File: src/rtl/nlzh_pkg.sv
// Shared types and constants for the NTC linearize / zone PID heater block.
// No dependencies; used by the divider and the top level of the block.
package nlzh_pkg;

  localparam int DVD_W = 26;
  localparam int DSR_W = 13;

  localparam logic [2:0] CFG_GAIN_P   = 3'd0;
  localparam logic [2:0] CFG_GAIN_I   = 3'd1;
  localparam logic [2:0] CFG_GAIN_D   = 3'd2;
  localparam logic [2:0] CFG_INT_LIM  = 3'd3;
  localparam logic [2:0] CFG_TGT_CAP  = 3'd4;

  localparam logic [11:0] VREF_MV      = 12'd3600;
  localparam logic [11:0] FULL_SCALE   = 12'd4095;
  localparam logic [13:0] DIVIDER_OHMS = 14'd10000;
  localparam logic [11:0] DEFAULT_TEMP = 12'd2500;
  localparam logic [11:0] TEMP_MAX     = 12'd3750;
  localparam logic [7:0]  DEG_STEP     = 8'd250;
  localparam logic [6:0]  PCT_DIV      = 7'd100;
  localparam logic [6:0]  DUTY_MAX     = 7'd100;
  localparam logic [13:0] DUTY_SAT_SUM = 14'd10100;
  localparam logic [10:0] NS_PER_PCT   = 11'd2000;

  localparam logic [14:0] OHM_TBL [16] = '{
    15'd32650, 15'd25390, 15'd19900, 15'd15710, 15'd12490, 15'd10000, 15'd8057, 15'd6531,
    15'd5327,  15'd4369,  15'd3603,  15'd2986,  15'd2488,  15'd2083,  15'd1752, 15'd1481
  };

  typedef enum logic [4:0] {
    ST_IDLE, ST_CHK, ST_VGO, ST_VW, ST_RGO, ST_RW, ST_IGO, ST_IW,
    ST_PIDE, ST_PIDA, ST_MP, ST_MI, ST_MD, ST_MS, ST_DUTY, ST_DGO, ST_DW, ST_FIN
  } state_t;

  typedef struct packed {
    logic             start;
    logic [DVD_W-1:0] dividend;
    logic [DSR_W-1:0] divisor;
  } div_req_t;

  typedef struct packed {
    logic             done;
    logic [DVD_W-1:0] quotient;
  } div_rsp_t;

endpackage

File: src/rtl/nlzh_div.sv
// Shared unsigned restoring divider, one quotient bit per cycle.
// Depends on nlzh_pkg (request/response structs).
module nlzh_div (
  input  logic              clk,
  input  logic              rst_n,
  input  nlzh_pkg::div_req_t req,
  output nlzh_pkg::div_rsp_t rsp
);

  localparam int CNT_W = $clog2(nlzh_pkg::DVD_W + 1);

  logic [nlzh_pkg::DVD_W-1:0] dvd_r, dvd_nxt;
  logic [nlzh_pkg::DSR_W-1:0] dsr_r;
  logic [nlzh_pkg::DSR_W-1:0] rem_r, rem_nxt;
  logic [CNT_W-1:0]           cnt_r;
  logic                       done_r;
  logic [nlzh_pkg::DSR_W:0]   trial;
  logic                       qbit;

  always_comb begin
    trial   = {rem_r, dvd_r[nlzh_pkg::DVD_W-1]};
    qbit    = (trial >= {1'b0, dsr_r});
    rem_nxt = qbit ? nlzh_pkg::DSR_W'(trial - {1'b0, dsr_r})
                   : nlzh_pkg::DSR_W'(trial);
    dvd_nxt = {dvd_r[nlzh_pkg::DVD_W-2:0], qbit};
  end

  always_ff @(posedge clk) begin
    if (!rst_n) begin
      cnt_r  <= '0;
      done_r <= 1'b0;
    end else if (req.start) begin
      cnt_r  <= CNT_W'(nlzh_pkg::DVD_W);
      done_r <= 1'b0;
    end else begin
      done_r <= (cnt_r == CNT_W'(1));
      if (cnt_r != '0) cnt_r <= cnt_r - CNT_W'(1);
    end
  end

  always_ff @(posedge clk) begin
    if (req.start) begin
      dvd_r <= req.dividend;
      dsr_r <= req.divisor;
      rem_r <= '0;
    end else if (cnt_r != '0) begin
      dvd_r <= dvd_nxt;
      rem_r <= rem_nxt;
    end
  end

  assign rsp.done     = done_r;
  assign rsp.quotient = dvd_r;

endmodule

File: src/rtl/ntc_linearize_zone_pid_heater.sv
// Top level: sequencer, thermistor linearization and per-zone PID datapath.
// Depends on nlzh_pkg and nlzh_div.
//
// Usage: one input beat on in_* carries a zone's converter sample, target and
// fault flag (in_tuser). One output beat on out_* carries the zone, the
// linearized temperature, duty and PWM pulse width; out_tuser is temp_valid.
// in_tready is high only while the sequencer is idle; one item at a time.
// A conversion fault goes straight to the output; a zero or negative sample,
// or one outside the voltage window, skips the linearization and runs the PID
// on the default temperature; a table end skips the interpolation division,
// and a saturated duty skips the final division. The next item is accepted in
// the cycle after the result is loaded. The single shared divider (one
// quotient bit per cycle) runs up to four times per item: volts, ohms,
// interpolation and the final duty scaling; the P, I and D products go
// through one shared 11x18 multiplier in turn.
// The result sits in an output register; the next item is taken while it
// waits, and the sequencer stalls at its last step if the receiver has not
// taken the previous beat. Reset (rst_n low, synchronous) loads the register
// defaults, clears every zone's integrator and last error, and empties the
// output register.
module ntc_linearize_zone_pid_heater #(
  parameter int ZONES = 4
) (
  input  logic        clk,
  input  logic        rst_n,
  input  logic        in_tvalid,
  output logic        in_tready,
  input  logic [23:0] in_tdata,   // zone[1:0], raw_sample[14:2], target_c[22:15]
  input  logic        in_tuser,   // adc_fault
  output logic        out_tvalid,
  input  logic        out_tready,
  output logic [39:0] out_tdata,  // out_zone[1:0], temp_x100[13:2], duty[20:14], pulse_ns[38:21]
  output logic        out_tuser,  // temp_valid
  input  logic        cfg_we,
  input  logic [2:0]  cfg_index,
  input  logic [15:0] cfg_wdata
);

  localparam int ZW = (ZONES > 1) ? $clog2(ZONES) : 1;

  nlzh_pkg::state_t   state_r, state_nxt;
  nlzh_pkg::div_req_t div_req;
  nlzh_pkg::div_rsp_t div_rsp;

  logic [9:0]  kp_r, ki_r, kd_r;
  logic [15:0] lim_r;
  logic [7:0]  cap_r;

  logic [1:0]         zone_r;
  logic signed [12:0] raw_r;
  logic               fault_r;
  logic [7:0]         target_r;
  logic [25:0]        r_r;
  logic [3:0]         seg_r;
  logic [11:0]        temp_r;
  logic               valid_r;
  logic [6:0]         duty_r;
  logic signed [15:0] err_r;
  logic signed [17:0] acc_r;
  logic signed [16:0] deriv_r;
  logic signed [28:0] prod_r;
  logic signed [31:0] sum_r;

  logic signed [17:0] integ_r [ZONES];
  logic signed [15:0] last_r  [ZONES];

  logic               out_tvalid_r;
  logic [39:0]        out_tdata_r;
  logic               out_tuser_r;

  logic               in_acc;
  logic [ZW-1:0]      zidx;
  logic               zone_in;
  logic [11:0]        vq;
  logic [3:0]         seg_c;
  logic               r_hi, r_lo;
  logic [14:0]        ohm_k, ohm_k1;
  logic [12:0]        off_c, span_c;
  logic [7:0]         sp_deg;
  logic signed [15:0] sp_c;
  logic signed [18:0] acc_sum;
  logic signed [18:0] lim_s;
  logic signed [17:0] acc_c;
  logic [9:0]         mul_a;
  logic signed [17:0] mul_b;
  logic               out_free;

  assign in_acc   = in_tvalid && in_tready;
  assign zidx     = ZW'(zone_r);
  assign zone_in  = (32'(zone_r) < ZONES);
  assign vq       = div_rsp.quotient[11:0];
  assign out_free = !out_tvalid_r || out_tready;

  // Segment search over the descending ohm table.
  always_comb begin
    seg_c = '0;
    for (int k = 0; k < 15; k++) begin
      if (r_r <= 26'(nlzh_pkg::OHM_TBL[k]) && r_r > 26'(nlzh_pkg::OHM_TBL[k+1]))
        seg_c = 4'(k);
    end
    r_hi   = (r_r >= 26'(nlzh_pkg::OHM_TBL[0]));
    r_lo   = (r_r <= 26'(nlzh_pkg::OHM_TBL[15]));
    ohm_k  = nlzh_pkg::OHM_TBL[seg_c];
    ohm_k1 = nlzh_pkg::OHM_TBL[4'(seg_c + 4'd1)];
    off_c  = 13'(ohm_k - r_r[14:0]);
    span_c = 13'(ohm_k - ohm_k1);
  end

  always_comb begin
    sp_deg  = (target_r < cap_r) ? target_r : cap_r;
    sp_c    = 16'(sp_deg * 7'd100);
    lim_s   = 19'(signed'({1'b0, lim_r}));
    acc_sum = 19'(integ_r[zidx]) + 19'(err_r);
    if (acc_sum > lim_s)       acc_c = 18'(lim_s);
    else if (acc_sum < -lim_s) acc_c = 18'(-lim_s);
    else                       acc_c = 18'(acc_sum);
  end

  always_comb begin
    case (state_r)
      nlzh_pkg::ST_MP: begin mul_a = kp_r; mul_b = 18'(err_r);   end
      nlzh_pkg::ST_MI: begin mul_a = ki_r; mul_b = acc_r;        end
      default:         begin mul_a = kd_r; mul_b = 18'(deriv_r); end
    endcase
  end

  // Next state
  always_comb begin
    state_nxt = state_r;
    case (state_r)
      nlzh_pkg::ST_IDLE: if (in_acc) state_nxt = nlzh_pkg::ST_CHK;
      nlzh_pkg::ST_CHK: begin
        if (fault_r)                          state_nxt = nlzh_pkg::ST_FIN;
        else if (raw_r[12] || raw_r == '0)    state_nxt = nlzh_pkg::ST_PIDE;
        else                                  state_nxt = nlzh_pkg::ST_VGO;
      end
      nlzh_pkg::ST_VGO: state_nxt = nlzh_pkg::ST_VW;
      nlzh_pkg::ST_VW: begin
        if (div_rsp.done)
          state_nxt = (vq == '0 || vq >= nlzh_pkg::VREF_MV) ? nlzh_pkg::ST_PIDE
                                                            : nlzh_pkg::ST_RGO;
      end
      nlzh_pkg::ST_RGO: state_nxt = nlzh_pkg::ST_RW;
      nlzh_pkg::ST_RW:  if (div_rsp.done) state_nxt = nlzh_pkg::ST_IGO;
      nlzh_pkg::ST_IGO: state_nxt = (r_hi || r_lo) ? nlzh_pkg::ST_PIDE : nlzh_pkg::ST_IW;
      nlzh_pkg::ST_IW:  if (div_rsp.done) state_nxt = nlzh_pkg::ST_PIDE;
      nlzh_pkg::ST_PIDE: state_nxt = zone_in ? nlzh_pkg::ST_PIDA : nlzh_pkg::ST_FIN;
      nlzh_pkg::ST_PIDA: state_nxt = nlzh_pkg::ST_MP;
      nlzh_pkg::ST_MP:   state_nxt = nlzh_pkg::ST_MI;
      nlzh_pkg::ST_MI:   state_nxt = nlzh_pkg::ST_MD;
      nlzh_pkg::ST_MD:   state_nxt = nlzh_pkg::ST_MS;
      nlzh_pkg::ST_MS:   state_nxt = nlzh_pkg::ST_DUTY;
      nlzh_pkg::ST_DUTY: begin
        if (sum_r < 0 || sum_r >= 32'(nlzh_pkg::DUTY_SAT_SUM)) state_nxt = nlzh_pkg::ST_FIN;
        else                                                  state_nxt = nlzh_pkg::ST_DGO;
      end
      nlzh_pkg::ST_DGO: state_nxt = nlzh_pkg::ST_DW;
      nlzh_pkg::ST_DW:  if (div_rsp.done) state_nxt = nlzh_pkg::ST_FIN;
      nlzh_pkg::ST_FIN: if (out_free) state_nxt = nlzh_pkg::ST_IDLE;
      default: state_nxt = nlzh_pkg::ST_IDLE;
    endcase
  end

  // Outputs of the sequencer
  always_comb begin
    in_tready        = (state_r == nlzh_pkg::ST_IDLE);
    div_req.start    = 1'b0;
    div_req.dividend = '0;
    div_req.divisor  = '0;
    case (state_r)
      nlzh_pkg::ST_VGO: begin
        div_req.start    = 1'b1;
        div_req.dividend = 26'(raw_r[11:0] * nlzh_pkg::VREF_MV);
        div_req.divisor  = 13'(nlzh_pkg::FULL_SCALE);
      end
      nlzh_pkg::ST_RGO: begin
        div_req.start    = 1'b1;
        div_req.dividend = 26'(r_r[11:0] * nlzh_pkg::DIVIDER_OHMS);
        div_req.divisor  = 13'(nlzh_pkg::VREF_MV - r_r[11:0]);
      end
      nlzh_pkg::ST_IGO: begin
        div_req.start    = !(r_hi || r_lo);
        div_req.dividend = 26'(off_c * nlzh_pkg::DEG_STEP);
        div_req.divisor  = span_c;
      end
      nlzh_pkg::ST_DGO: begin
        div_req.start    = 1'b1;
        div_req.dividend = sum_r[25:0];
        div_req.divisor  = 13'(nlzh_pkg::PCT_DIV);
      end
      default: ;
    endcase
  end

  nlzh_div u_div (
    .clk  (clk),
    .rst_n(rst_n),
    .req  (div_req),
    .rsp  (div_rsp)
  );

  always_ff @(posedge clk) begin
    if (!rst_n) state_r <= nlzh_pkg::ST_IDLE;
    else        state_r <= state_nxt;
  end

  // Configuration registers
  always_ff @(posedge clk) begin
    if (!rst_n) begin
      kp_r  <= 10'd120;
      ki_r  <= 10'd10;
      kd_r  <= 10'd5;
      lim_r <= 16'd10000;
      cap_r <= 8'd100;
    end else if (cfg_we) begin
      case (cfg_index)
        nlzh_pkg::CFG_GAIN_P:  kp_r  <= cfg_wdata[9:0];
        nlzh_pkg::CFG_GAIN_I:  ki_r  <= cfg_wdata[9:0];
        nlzh_pkg::CFG_GAIN_D:  kd_r  <= cfg_wdata[9:0];
        nlzh_pkg::CFG_INT_LIM: lim_r <= cfg_wdata;
        nlzh_pkg::CFG_TGT_CAP: cap_r <= cfg_wdata[7:0];
        default: ;
      endcase
    end
  end

  // Zone state
  always_ff @(posedge clk) begin
    if (!rst_n) begin
      for (int z = 0; z < ZONES; z++) begin
        integ_r[z] <= '0;
        last_r[z]  <= '0;
      end
    end else if (state_r == nlzh_pkg::ST_PIDA) begin
      integ_r[zidx] <= acc_c;
      last_r[zidx]  <= err_r;
    end
  end

  // Datapath
  always_ff @(posedge clk) begin
    case (state_r)
      nlzh_pkg::ST_IDLE: if (in_acc) begin
        zone_r   <= in_tdata[1:0];
        raw_r    <= in_tdata[14:2];
        target_r <= in_tdata[22:15];
        fault_r  <= in_tuser;
      end
      nlzh_pkg::ST_CHK: begin
        valid_r <= !fault_r;
        temp_r  <= fault_r ? 12'd0 : nlzh_pkg::DEFAULT_TEMP;
        duty_r  <= '0;
      end
      nlzh_pkg::ST_VW: if (div_rsp.done) r_r <= 26'(vq);   // holds v until ohms are known
      nlzh_pkg::ST_RW: if (div_rsp.done) r_r <= div_rsp.quotient;
      nlzh_pkg::ST_IGO: begin
        seg_r <= seg_c;
        if (r_hi)      temp_r <= '0;
        else if (r_lo) temp_r <= nlzh_pkg::TEMP_MAX;
      end
      nlzh_pkg::ST_IW: if (div_rsp.done)
        temp_r <= 12'(seg_r * nlzh_pkg::DEG_STEP) + 12'(div_rsp.quotient[7:0]);
      nlzh_pkg::ST_PIDE: err_r <= sp_c - signed'({4'b0, temp_r});
      nlzh_pkg::ST_PIDA: begin
        acc_r   <= acc_c;
        deriv_r <= 17'(err_r) - 17'(last_r[zidx]);
      end
      nlzh_pkg::ST_MP: prod_r <= signed'({1'b0, mul_a}) * mul_b;
      nlzh_pkg::ST_MI: begin
        prod_r <= signed'({1'b0, mul_a}) * mul_b;
        sum_r  <= 32'(prod_r);
      end
      nlzh_pkg::ST_MD: begin
        prod_r <= signed'({1'b0, mul_a}) * mul_b;
        sum_r  <= sum_r + 32'(prod_r);
      end
      nlzh_pkg::ST_MS: sum_r <= sum_r + 32'(prod_r);
      nlzh_pkg::ST_DUTY: begin
        if (sum_r < 0) duty_r <= '0;
        else           duty_r <= nlzh_pkg::DUTY_MAX;
      end
      nlzh_pkg::ST_DW: if (div_rsp.done) duty_r <= div_rsp.quotient[6:0];
      default: ;
    endcase
  end

  // Output register
  always_ff @(posedge clk) begin
    if (!rst_n) begin
      out_tvalid_r <= 1'b0;
    end else if (state_r == nlzh_pkg::ST_FIN && out_free) begin
      out_tvalid_r <= 1'b1;
    end else if (out_tready) begin
      out_tvalid_r <= 1'b0;
    end
  end

  always_ff @(posedge clk) begin
    if (state_r == nlzh_pkg::ST_FIN && out_free) begin
      out_tdata_r <= {1'b0, 18'(duty_r * nlzh_pkg::NS_PER_PCT), duty_r, temp_r, zone_r};
      out_tuser_r <= valid_r;
    end
  end

  assign out_tvalid = out_tvalid_r;
  assign out_tdata  = out_tdata_r;
  assign out_tuser  = out_tuser_r;

endmodule

File: config.mk
export PLATFORM = sky130hd
export DESIGN_NAME = ntc_linearize_zone_pid_heater
export DESIGN_NICKNAME = d
export VERILOG_FILES = /design/src/rtl/nlzh_pkg.sv /design/src/rtl/nlzh_div.sv /design/src/rtl/ntc_linearize_zone_pid_heater.sv
export SDC_FILE = /design/constraint.sdc
export NUM_CORES = 2
export LEC_CHECK = 0
export ABC_AREA = 1
export BUFFER_PORTS_ARGS = -buffer_cell sky130_fd_sc_hd__buf_2
export CORE_MARGIN = 8
export CORE_UTILIZATION = 35
export DETAILED_ROUTE_END_ITERATION = 10
export PLACE_DENSITY = 0.57
export SLEW_MARGIN = 40
export SYNTH_ARGS = -nofsm -noshare
export SYNTH_HDL_FRONTEND = slang
export SYNTH_SLANG_ARGS = --single-unit
File: constraint.sdc
create_clock -name clk -period 18.57 [get_ports clk]
set_clock_uncertainty 0.1 [all_clocks]
set_input_delay 1.857 -clock clk [delete_from_list [all_inputs] [get_ports clk]]
set_output_delay 1.857 -clock clk [all_outputs]
set_load 0.01 [all_outputs]
After elaboration in Yosys (flattened, before gate mapping)
Memories as Yosys holds them, arrays and structs flattened. A register that Yosys moved wholly into a read port is not among the register bits.
Index checks and enable logic that the tools add are counted.
{"block": "totals", "reg_bits": 340, "ram_bits": 136, "romBits": 480, "in_bits": 49, "out_inout_bits": 43, "wordCells": 240, "mem_count": 4}
{"block": "op_classes", "add_sub_neg": 12, "multipliers": 7, "n_lt_le_gt_ge": 39, "n_eq_ne": 29, "n_mux": 67, "bitwise": 3, "reduce_logical": 50}
{"name": "(no name shown)", "depth": 16, "width": 15, "read_ports": 1, "rd_clocked_by_memory_dff": 0, "wr": 0, "line_no": "ntc_linearize_zone_pid_heater.sv:104", "source": "ohm_k1 = nlzh_pkg::OHM_TBL[4'(seg_c + 4'd1)];"}
{"name": "(no name shown)", "depth": 16, "width": 15, "read_ports": 1, "rd_clocked_by_memory_dff": 0, "wr": 0, "line_no": "ntc_linearize_zone_pid_heater.sv:103", "source": "ohm_k = nlzh_pkg::OHM_TBL[seg_c];"}
{"name": "integ_r", "depth": 4, "width": 18, "read_ports": 1, "rd_clocked_by_memory_dff": 1, "wr": 4, "line_no": "ntc_linearize_zone_pid_heater.sv:64", "source": "logic signed [17:0] integ_r [ZONES];"}
{"name": "last_r", "depth": 4, "width": 16, "read_ports": 1, "rd_clocked_by_memory_dff": 1, "wr": 4, "line_no": "ntc_linearize_zone_pid_heater.sv:65", "source": "logic signed [15:0] last_r [ZONES];"}
{"operator": "40-bit one-hot mux with 4 select lines", "count": 1}
{"operator": "26-bit by 12-bit > comparator with 1-bit output (second input constant)", "count": 4}
{"operator": "26-bit by 13-bit > comparator with 1-bit output (second input constant)", "count": 4}
{"operator": "26-bit by 12-bit less-or-equal comparator with 1-bit output (second input constant)", "count": 4}
{"operator": "26-bit by 13-bit less-or-equal comparator with 1-bit output (second input constant)", "count": 4}
{"operator": "26-bit two-way mux", "count": 4}
{"operator": "5-bit one-hot mux with 18 select lines", "count": 1}
{"operator": "26-bit by 14-bit > comparator with 1-bit output (second input constant)", "count": 3}
{"operator": "26-bit by 14-bit less-or-equal comparator with 1-bit output (second input constant)", "count": 3}
{"operator": "13-bit two-way mux", "count": 5}
{"operator": "32-bit one-hot mux with 2 select lines", "count": 1}
{"operator": "4-bit two-way mux", "count": 15}
{"operator": "18-bit two-way mux", "count": 3}
{"operator": "26-bit by 11-bit > comparator with 1-bit output (second input constant)", "count": 2}
{"operator": "26-bit by 11-bit less-or-equal comparator with 1-bit output (second input constant)", "count": 2}
{"operator": "26-bit by 15-bit less-or-equal comparator with 1-bit output (second input constant)", "count": 2}
{"operator": "26-bit one-hot mux with 2 select lines", "count": 1}
{"operator": "5-bit two-way mux", "count": 10}
{"operator": "12-bit two-way mux", "count": 4}
{"operator": "5-bit by 4-bit equality test with 1-bit output (second input constant)", "count": 8}
{"operator": "13-bit subtractor", "count": 3}
{"operator": "12-bit one-hot mux with 3 select lines", "count": 1}
{"operator": "18-bit one-hot mux with 2 select lines", "count": 1}
{"operator": "32-bit by 29-bit adder with 32-bit output", "count": 1}
{"operator": "other kinds (61)", "count": 120}

Logic depth before layout (Yosys ltp)
{"block": "logic_depth", "ltp_word": 24, "mapped_depth": 57, "depth_no_buf": 56}

Cells and area by module
Synthesis repeated with hierarchy kept, for this count alone.
{"block": "unflattened", "cells_unflattened": 5260, "hier_area_um2": 43864.6}
{"mod": "ntc_linearize_zone_pid_heater", "n_inst": 1, "cells_each": 4829, "area_each_um2": 40521.4, "seq_area_each_um2": 11931.4}
{"mod": "nlzh_div", "n_inst": 1, "cells_each": 431, "area_each_um2": 3343.2, "seq_area_each_um2": 1551.5}

Least setup slack after synthesis
OpenSTA, ideal clock, no wires.
{"block": "synth_timing", "path_type": "register to register", "startpoint": "register r_r[9]", "endpoint": "register u_div.dvd_r[19] (netlist name) (data pin)", "setup_time_ps": 259, "arrival_ps": 7987, "required_time_ps": 18211, "setup_slack_ps": 10225, "path_stages_with_launch": 53, "path_buffers": 1, "synth_period_minus_slack_ps": 8345, "cell_sequence": "edfxtp_1 inv_1 ha_1 buf_2 nand2_1 nor2_1 inv_1 nor2_1 nand4_1 nand2_1 nor2_1 nor2_2 nand2_1 nand2_1 nand2_2 nand2_2 nand2_4 inv_2 (+17 left out) ha_1 inv_1 fa_1 inv_1 fa_1 ha_1 ha_1 a21oi_1 o21a_1 nand3_1 nand2_1 nand2_1 a21oi_1 nor2_1 o21ai_0 nand3_1 a31oi_1 a21oi_1"}
{"block": "synth_via", "elab_cells_between_ends": 69, "cone_classes": "add/sub (1); mul (2); order compare (30); mux (18); bitwise (1); reduce/logical (16); memory (1)"}
{"element": "start, declared", "line_no": "ntc_linearize_zone_pid_heater.sv:53", "source": "logic [25:0] r_r;"}
{"element": "start signal, assigned", "line_no": "ntc_linearize_zone_pid_heater.sv:254", "source": "nlzh_pkg::ST_VW: if (div_rsp.done) r_r <= 26'(vq);"}
{"element": "start signal, assigned", "line_no": "ntc_linearize_zone_pid_heater.sv:255", "source": "nlzh_pkg::ST_RW: if (div_rsp.done) r_r <= div_rsp.quotient;"}
{"element": "26-bit by 15-bit less-or-equal comparator with 1-bit output / 26-bit by 14-bit > comparator with 1-bit output (equally long branches)", "line_no": "ntc_linearize_zone_pid_heater.sv:98", "source": "if (r_r <= 26'(nlzh_pkg::OHM_TBL[k]) && r_r > 26'(nlzh_pkg::OHM_TBL[k+1]))"}
{"element": "1-bit logical AND", "line_no": "ntc_linearize_zone_pid_heater.sv:98"}
{"element": "2-bit two-way mux", "line_no": "ntc_linearize_zone_pid_heater.sv:98"}
{"element": "4-bit two-way mux (11 in a row)", "line_no": "ntc_linearize_zone_pid_heater.sv:98"}
{"element": "4-bit two-way mux (*)", "line_no": "ntc_linearize_zone_pid_heater.sv:98"}
{"element": "named net seg_c[1]", "line_no": "ntc_linearize_zone_pid_heater.sv:75", "source": "logic [3:0] seg_c;"}
{"element": "4-bit inverter with 5-bit output (implied by the code) (*)", "line_no": "ntc_linearize_zone_pid_heater.sv:103"}
{"element": "memory 16 x 15 bit (*)"}
{"element": "13-bit two-way mux (implied by the code) (*) (2 in a row)", "line_no": "ntc_linearize_zone_pid_heater.sv:103"}
{"element": "13-bit subtractor (*)", "line_no": "ntc_linearize_zone_pid_heater.sv:105", "source": "off_c = 13'(ohm_k - r_r[14:0]);"}
{"element": "13-bit by 7-bit multiplier with 20-bit output (*)", "line_no": "ntc_linearize_zone_pid_heater.sv:183", "source": "div_req.dividend = 26'(off_c * nlzh_pkg::DEG_STEP);"}
{"element": "40-bit one-hot mux with 4 select lines (*)", "line_no": "ntc_linearize_zone_pid_heater.sv:170", "source": "case (state_r)"}
{"element": "26-bit two-way mux (*)", "line_no": "nlzh_div.sv:42", "source": "if (req.start) begin"}
{"element": "end signal, assigned", "line_no": "nlzh_div.sv:43", "source": "dvd_r <= req.dividend;"}
{"element": "end signal, assigned", "line_no": "nlzh_div.sv:47", "source": "dvd_r <= dvd_nxt;"}
{"element": "end, declared", "line_no": "nlzh_div.sv:12", "source": "logic [nlzh_pkg::DVD_W-1:0] dvd_r, dvd_nxt;"}
The timed path passes the listed nets; every way through them passes the cells marked *. The select of a mux whose other input is x is not followed.
A chain may end at the register's enable or synchronous reset.

Worst setup path in the final report
{"block": "layout_timing", "startpoint": "register r_r[7]", "endpoint": "register u_div.dvd_r[19] (netlist name) (data pin)"}
Same word-level chain as after synthesis.

==> run_results.csv <==
group,metric,value,unit
die,die_x,371,um
sta,fin_crit,10.50,ns
place,placed_cell_area,46500,um^2
clocking,clock_latency,0.69,ns
critical_path,arrival,10.81,ns
critical_path,worst_path_largest_cell_delay,0.68,ns
finish,fin_cells,7053,
synthesis,synth-seq-cells,476,
power_and_ir_drop,peakVddDrop,0.126,mV
global_route,antenna_found_initial,2,
power_and_ir_drop,p_per_area,133,nW/um^2
place,globalplace.congestion,0.924,
place,detailed_place_hpwl,98.7,mm
die,die_y,371,um
global_route,grt_max_degree,58,
critical_path,path_class,"register to register",
place,post-place-cells,6942,
synthesis,synth_edf_count,395,
die,rows,130,
run,drv_cap,0,
sta,setup_tns,0,ns
synthesis,async_reset_ff_share,0,%
clocking,postCtsSetupBuffers,0,
power_and_ir_drop,p_clk_share,17.8,%
critical_path,critPathSlowestCell,"edfxtp_1",
place,port_buffers,85,
clocking,cts_hold_buf,0,
power_and_ir_drop,internal_power,3510,uW
sta,period_share,56.5,%
clocking,clock-root-buffer,"clkbuf_16",
power_and_ir_drop,seqPwrFrac,25.1,%
critical_path,crit_required,18.88,ns
die,dieArea,137000,um^2
synthesis,synth_area_leaders,"edfxtp_1 27%, ha_1 15%, fa_1 13%",
sta,slew_headroom,43.0,%
clocking,cts.clk_slew.worst_paths,0.06,ns
detailed_routing,finalWirelength,128,mm
synthesis,post-synth-top-count-cell,"nand2_1",
critical_path,endpoint_kind,"register",
finish,multiInputGateArea,26700,um^2
critical_path,worst_setup_path_start_kind,"register",
clocking,cts_max_level,2,
finish,area_growth,9.91,%
sta,grt_setup_unrepaired,"no",
hold_path,min_path_type,"register to register",
clocking,cts-resized-gates,0,
global_route,grtUsageTotal,18.4,%
die,coreArea,125000,um^2
finish,nFillCells,12800,
power_and_ir_drop,total_power,6440,uW
global_route,grt_pass1_vias,35000,
sta,worstMarginPinSlew,0.855,ns
synthesis,syn_inst,5273,
die,ios,92,
die,start_util,35.2,%
global_route,gr-total-overflow,0,
sta,hold_viol_final,0,
detailed_routing,wl_per_cell,18.1,um
power_and_ir_drop,switchingPower,2930,uW
detailed_routing,dr.pass1.iters,6,
power_and_ir_drop,cellLeakagePower,0.0227,uW
sta,setup_violations,0,
detailed_routing,drc,0,
sta,finalMaxSlewViolations,0,
clocking,cts_sinks,476,
detailed_routing,vias,35700,
detailed_routing,viasPerCell,5.06,
sta,max_freq,95.2,MHz
detailed_routing,ant_nets,0,
synthesis,synth_largest_area_cell,"edfxtp_1",
synthesis,syn_avg_cell_area,8.36,um^2
critical_path,cpMostUsedCell,"nand2_1",
finish,final_cell_area,48400,um^2
synthesis,synthTopCellsByCount,"984 x nand2_1, 904 x inv_1, 523 x ha_1, 501 x nor2_1, 409 x a21oi_1",
power_and_ir_drop,pwr-share-comb,57.1,%
detailed_routing,drt_iter0_drc,2758,
clocking,clockBufferDepth,3,
critical_path,worst-path-max-fanout,11,
synthesis,seq_area_frac_synth,30.6,%
finish,seqCellArea,13500,um^2
synthesis,synth.distinct_cells,65,
synthesis,synth_warnings,0,
power_and_ir_drop,swShare,45.5,%
finish,fin_nets,6202,
clocking,cts_made_buffers,58,
global_route,grt_pass1_wl,200,mm
synthesis,synth_ff_type,"edfxtp_1",
synthesis,syn_area,44100,um^2
clocking,cts_tree,"yes",
status,run_status,"finished, final reports clean",
finish,layout-drive-gt1-share,6.59,%
synthesis,synthDominantCellAreaShare,26.9,%
[state kept, by name, indices dropped and copies added, names as in the netlist, 7 cells and up, named ones only]
register / count
integ_r: 72
last_r: 64
out_tdata: 33
sum_r: 32
prod_r: 29
r_r: 26
u_div.dvd_r: 26
acc_r: 18
deriv_r: 17
err_r: 16
lim_r: 16
raw_r: 13
u_div.dsr_r: 13
u_div.rem_r: 13
temp_r: 12
kd_r: 10
ki_r: 10
kp_r: 10
cap_r: 8
target_r: 8
duty_r: 7
[power by group through the flow]
stage | clock network [uW] | logic, uW | registers (uW)
after floorplan | 0 | 2810 | 1580
after global placement | 0 | 3610 | 1640
after detailed placement | 0 | 3670 | 1640
after CTS | 1180 | 3700 | 1620
after global routing | 1220 | 4220 | 1640
final | 1150 | 3680 | 1620
[through the flow]
step	worst slack (ns)	utilization (%)	hold slack [ns]
global route	7.28	38.7	0.344
floorplan	10.22	-	0.300
detailed placement	8.24	37.1	0.339
global placement	8.24	37.1	0.333
finish	8.07	38.7	0.336
CTS	8.16	38.7	0.325
[worst paths after layout]
path	startpoint	endpoint	slack (ns)	cells after the start
worst max-delay path	r_r[7]$_DFFE_PP_	u_div.dvd_r[19]$_DFFE_PP_	8.07	50
worst min-delay path	u_div.dvd_r[11]$_DFFE_PP_	r_r[11]$_DFFE_PP_	0.34	0
worst max register to register	r_r[7]$_DFFE_PP_	u_div.dvd_r[19]$_DFFE_PP_	8.07	50
worst min register to register	u_div.dvd_r[11]$_DFFE_PP_	r_r[11]$_DFFE_PP_	0.34	0
[layout make-up]
cell class / count / area share [%]
clock buffers: 70 / 3.11
well taps: 1650 / 4.26
inverters: 932 / 7.25
multi-input cells: 3757 / 55.2
flip-flops and latches: 476 / 27.8
repair buffers: 128 / 1.53
diodes: 1 / 0.00517
clock inverters: 39 / 0.845
[placed cells by master (no fill, tap or decap), types with 10 or more instances in the layout]
master and instances:
nand3_2 12, nand4_1 37, inv_2 21, fa_1 277
clkbuf_16 58, a21oi_1 407, inv_1 901, clkinv_1 16
o21bai_1 22, o21ai_0 286, a32o_1 16, buf_2 88
nor2_1 494, ha_1 523, a21o_1 14, o211ai_1 36
clkbuf_1 11, nor3_1 71, o31ai_1 13, dfxtp_1 80
nor4_1 10, nand2_1 984, nor2_2 14, a31oi_1 26
xor2_1 107, edfxtp_1 395, clkinv_2 10, o21ai_1 12
nand3_1 163, o2111ai_1 16, or2_2 28, o22ai_1 28
xnor2_1 38, buf_4 40, nand2_2 18, o221ai_1 10
[layer usage]
| metal | vias to the layer above | share of wire [%] | track usage, % |
|---|---|---|---|
| li1 | 17500 | - | - |
| met3 | 188 | 5.4 | 1.98 |
| met1 | 17100 | 44 | 24.7 |
| met4 | 2 | 3.0 | 5.46 |
| met2 | 922 | 47 | 31.1 |
| met5 | - | 0.010 | 0 |
[cells by family (layout without fill, tap and decap cells)]
kind of cell | Yosys count | in the layout | share of synthesized area (%)
fa+ha+maj | 800 | 800 | 27.4
xor+xnor | 145 | 145 | 2.88
buf+inv | 1044 | 1169 | 9.07
flops | 476 | 476 | 30.6
mux | 1 | 1 | 0.0256
simple gates | 1868 | 1868 | 17.8
other cells | 1 | 6 | 0.00851
compound gates | 938 | 938 | 12.1
[worst max-delay path: cells and delay by family, from the launching register on]
| family | cells | cell delay [ns] |
|---|---|---|
| fa+ha+maj | 8 | 3.25 |
| compound gates | 13 | 2.35 |
| simple gates | 19 | 2.14 |
| buf+inv | 9 | 1.40 |
| flops | 1 | 0.68 |
| xor+xnor | 1 | 0.28 |
Note: power is estimated with default switching activity, not from simulation.
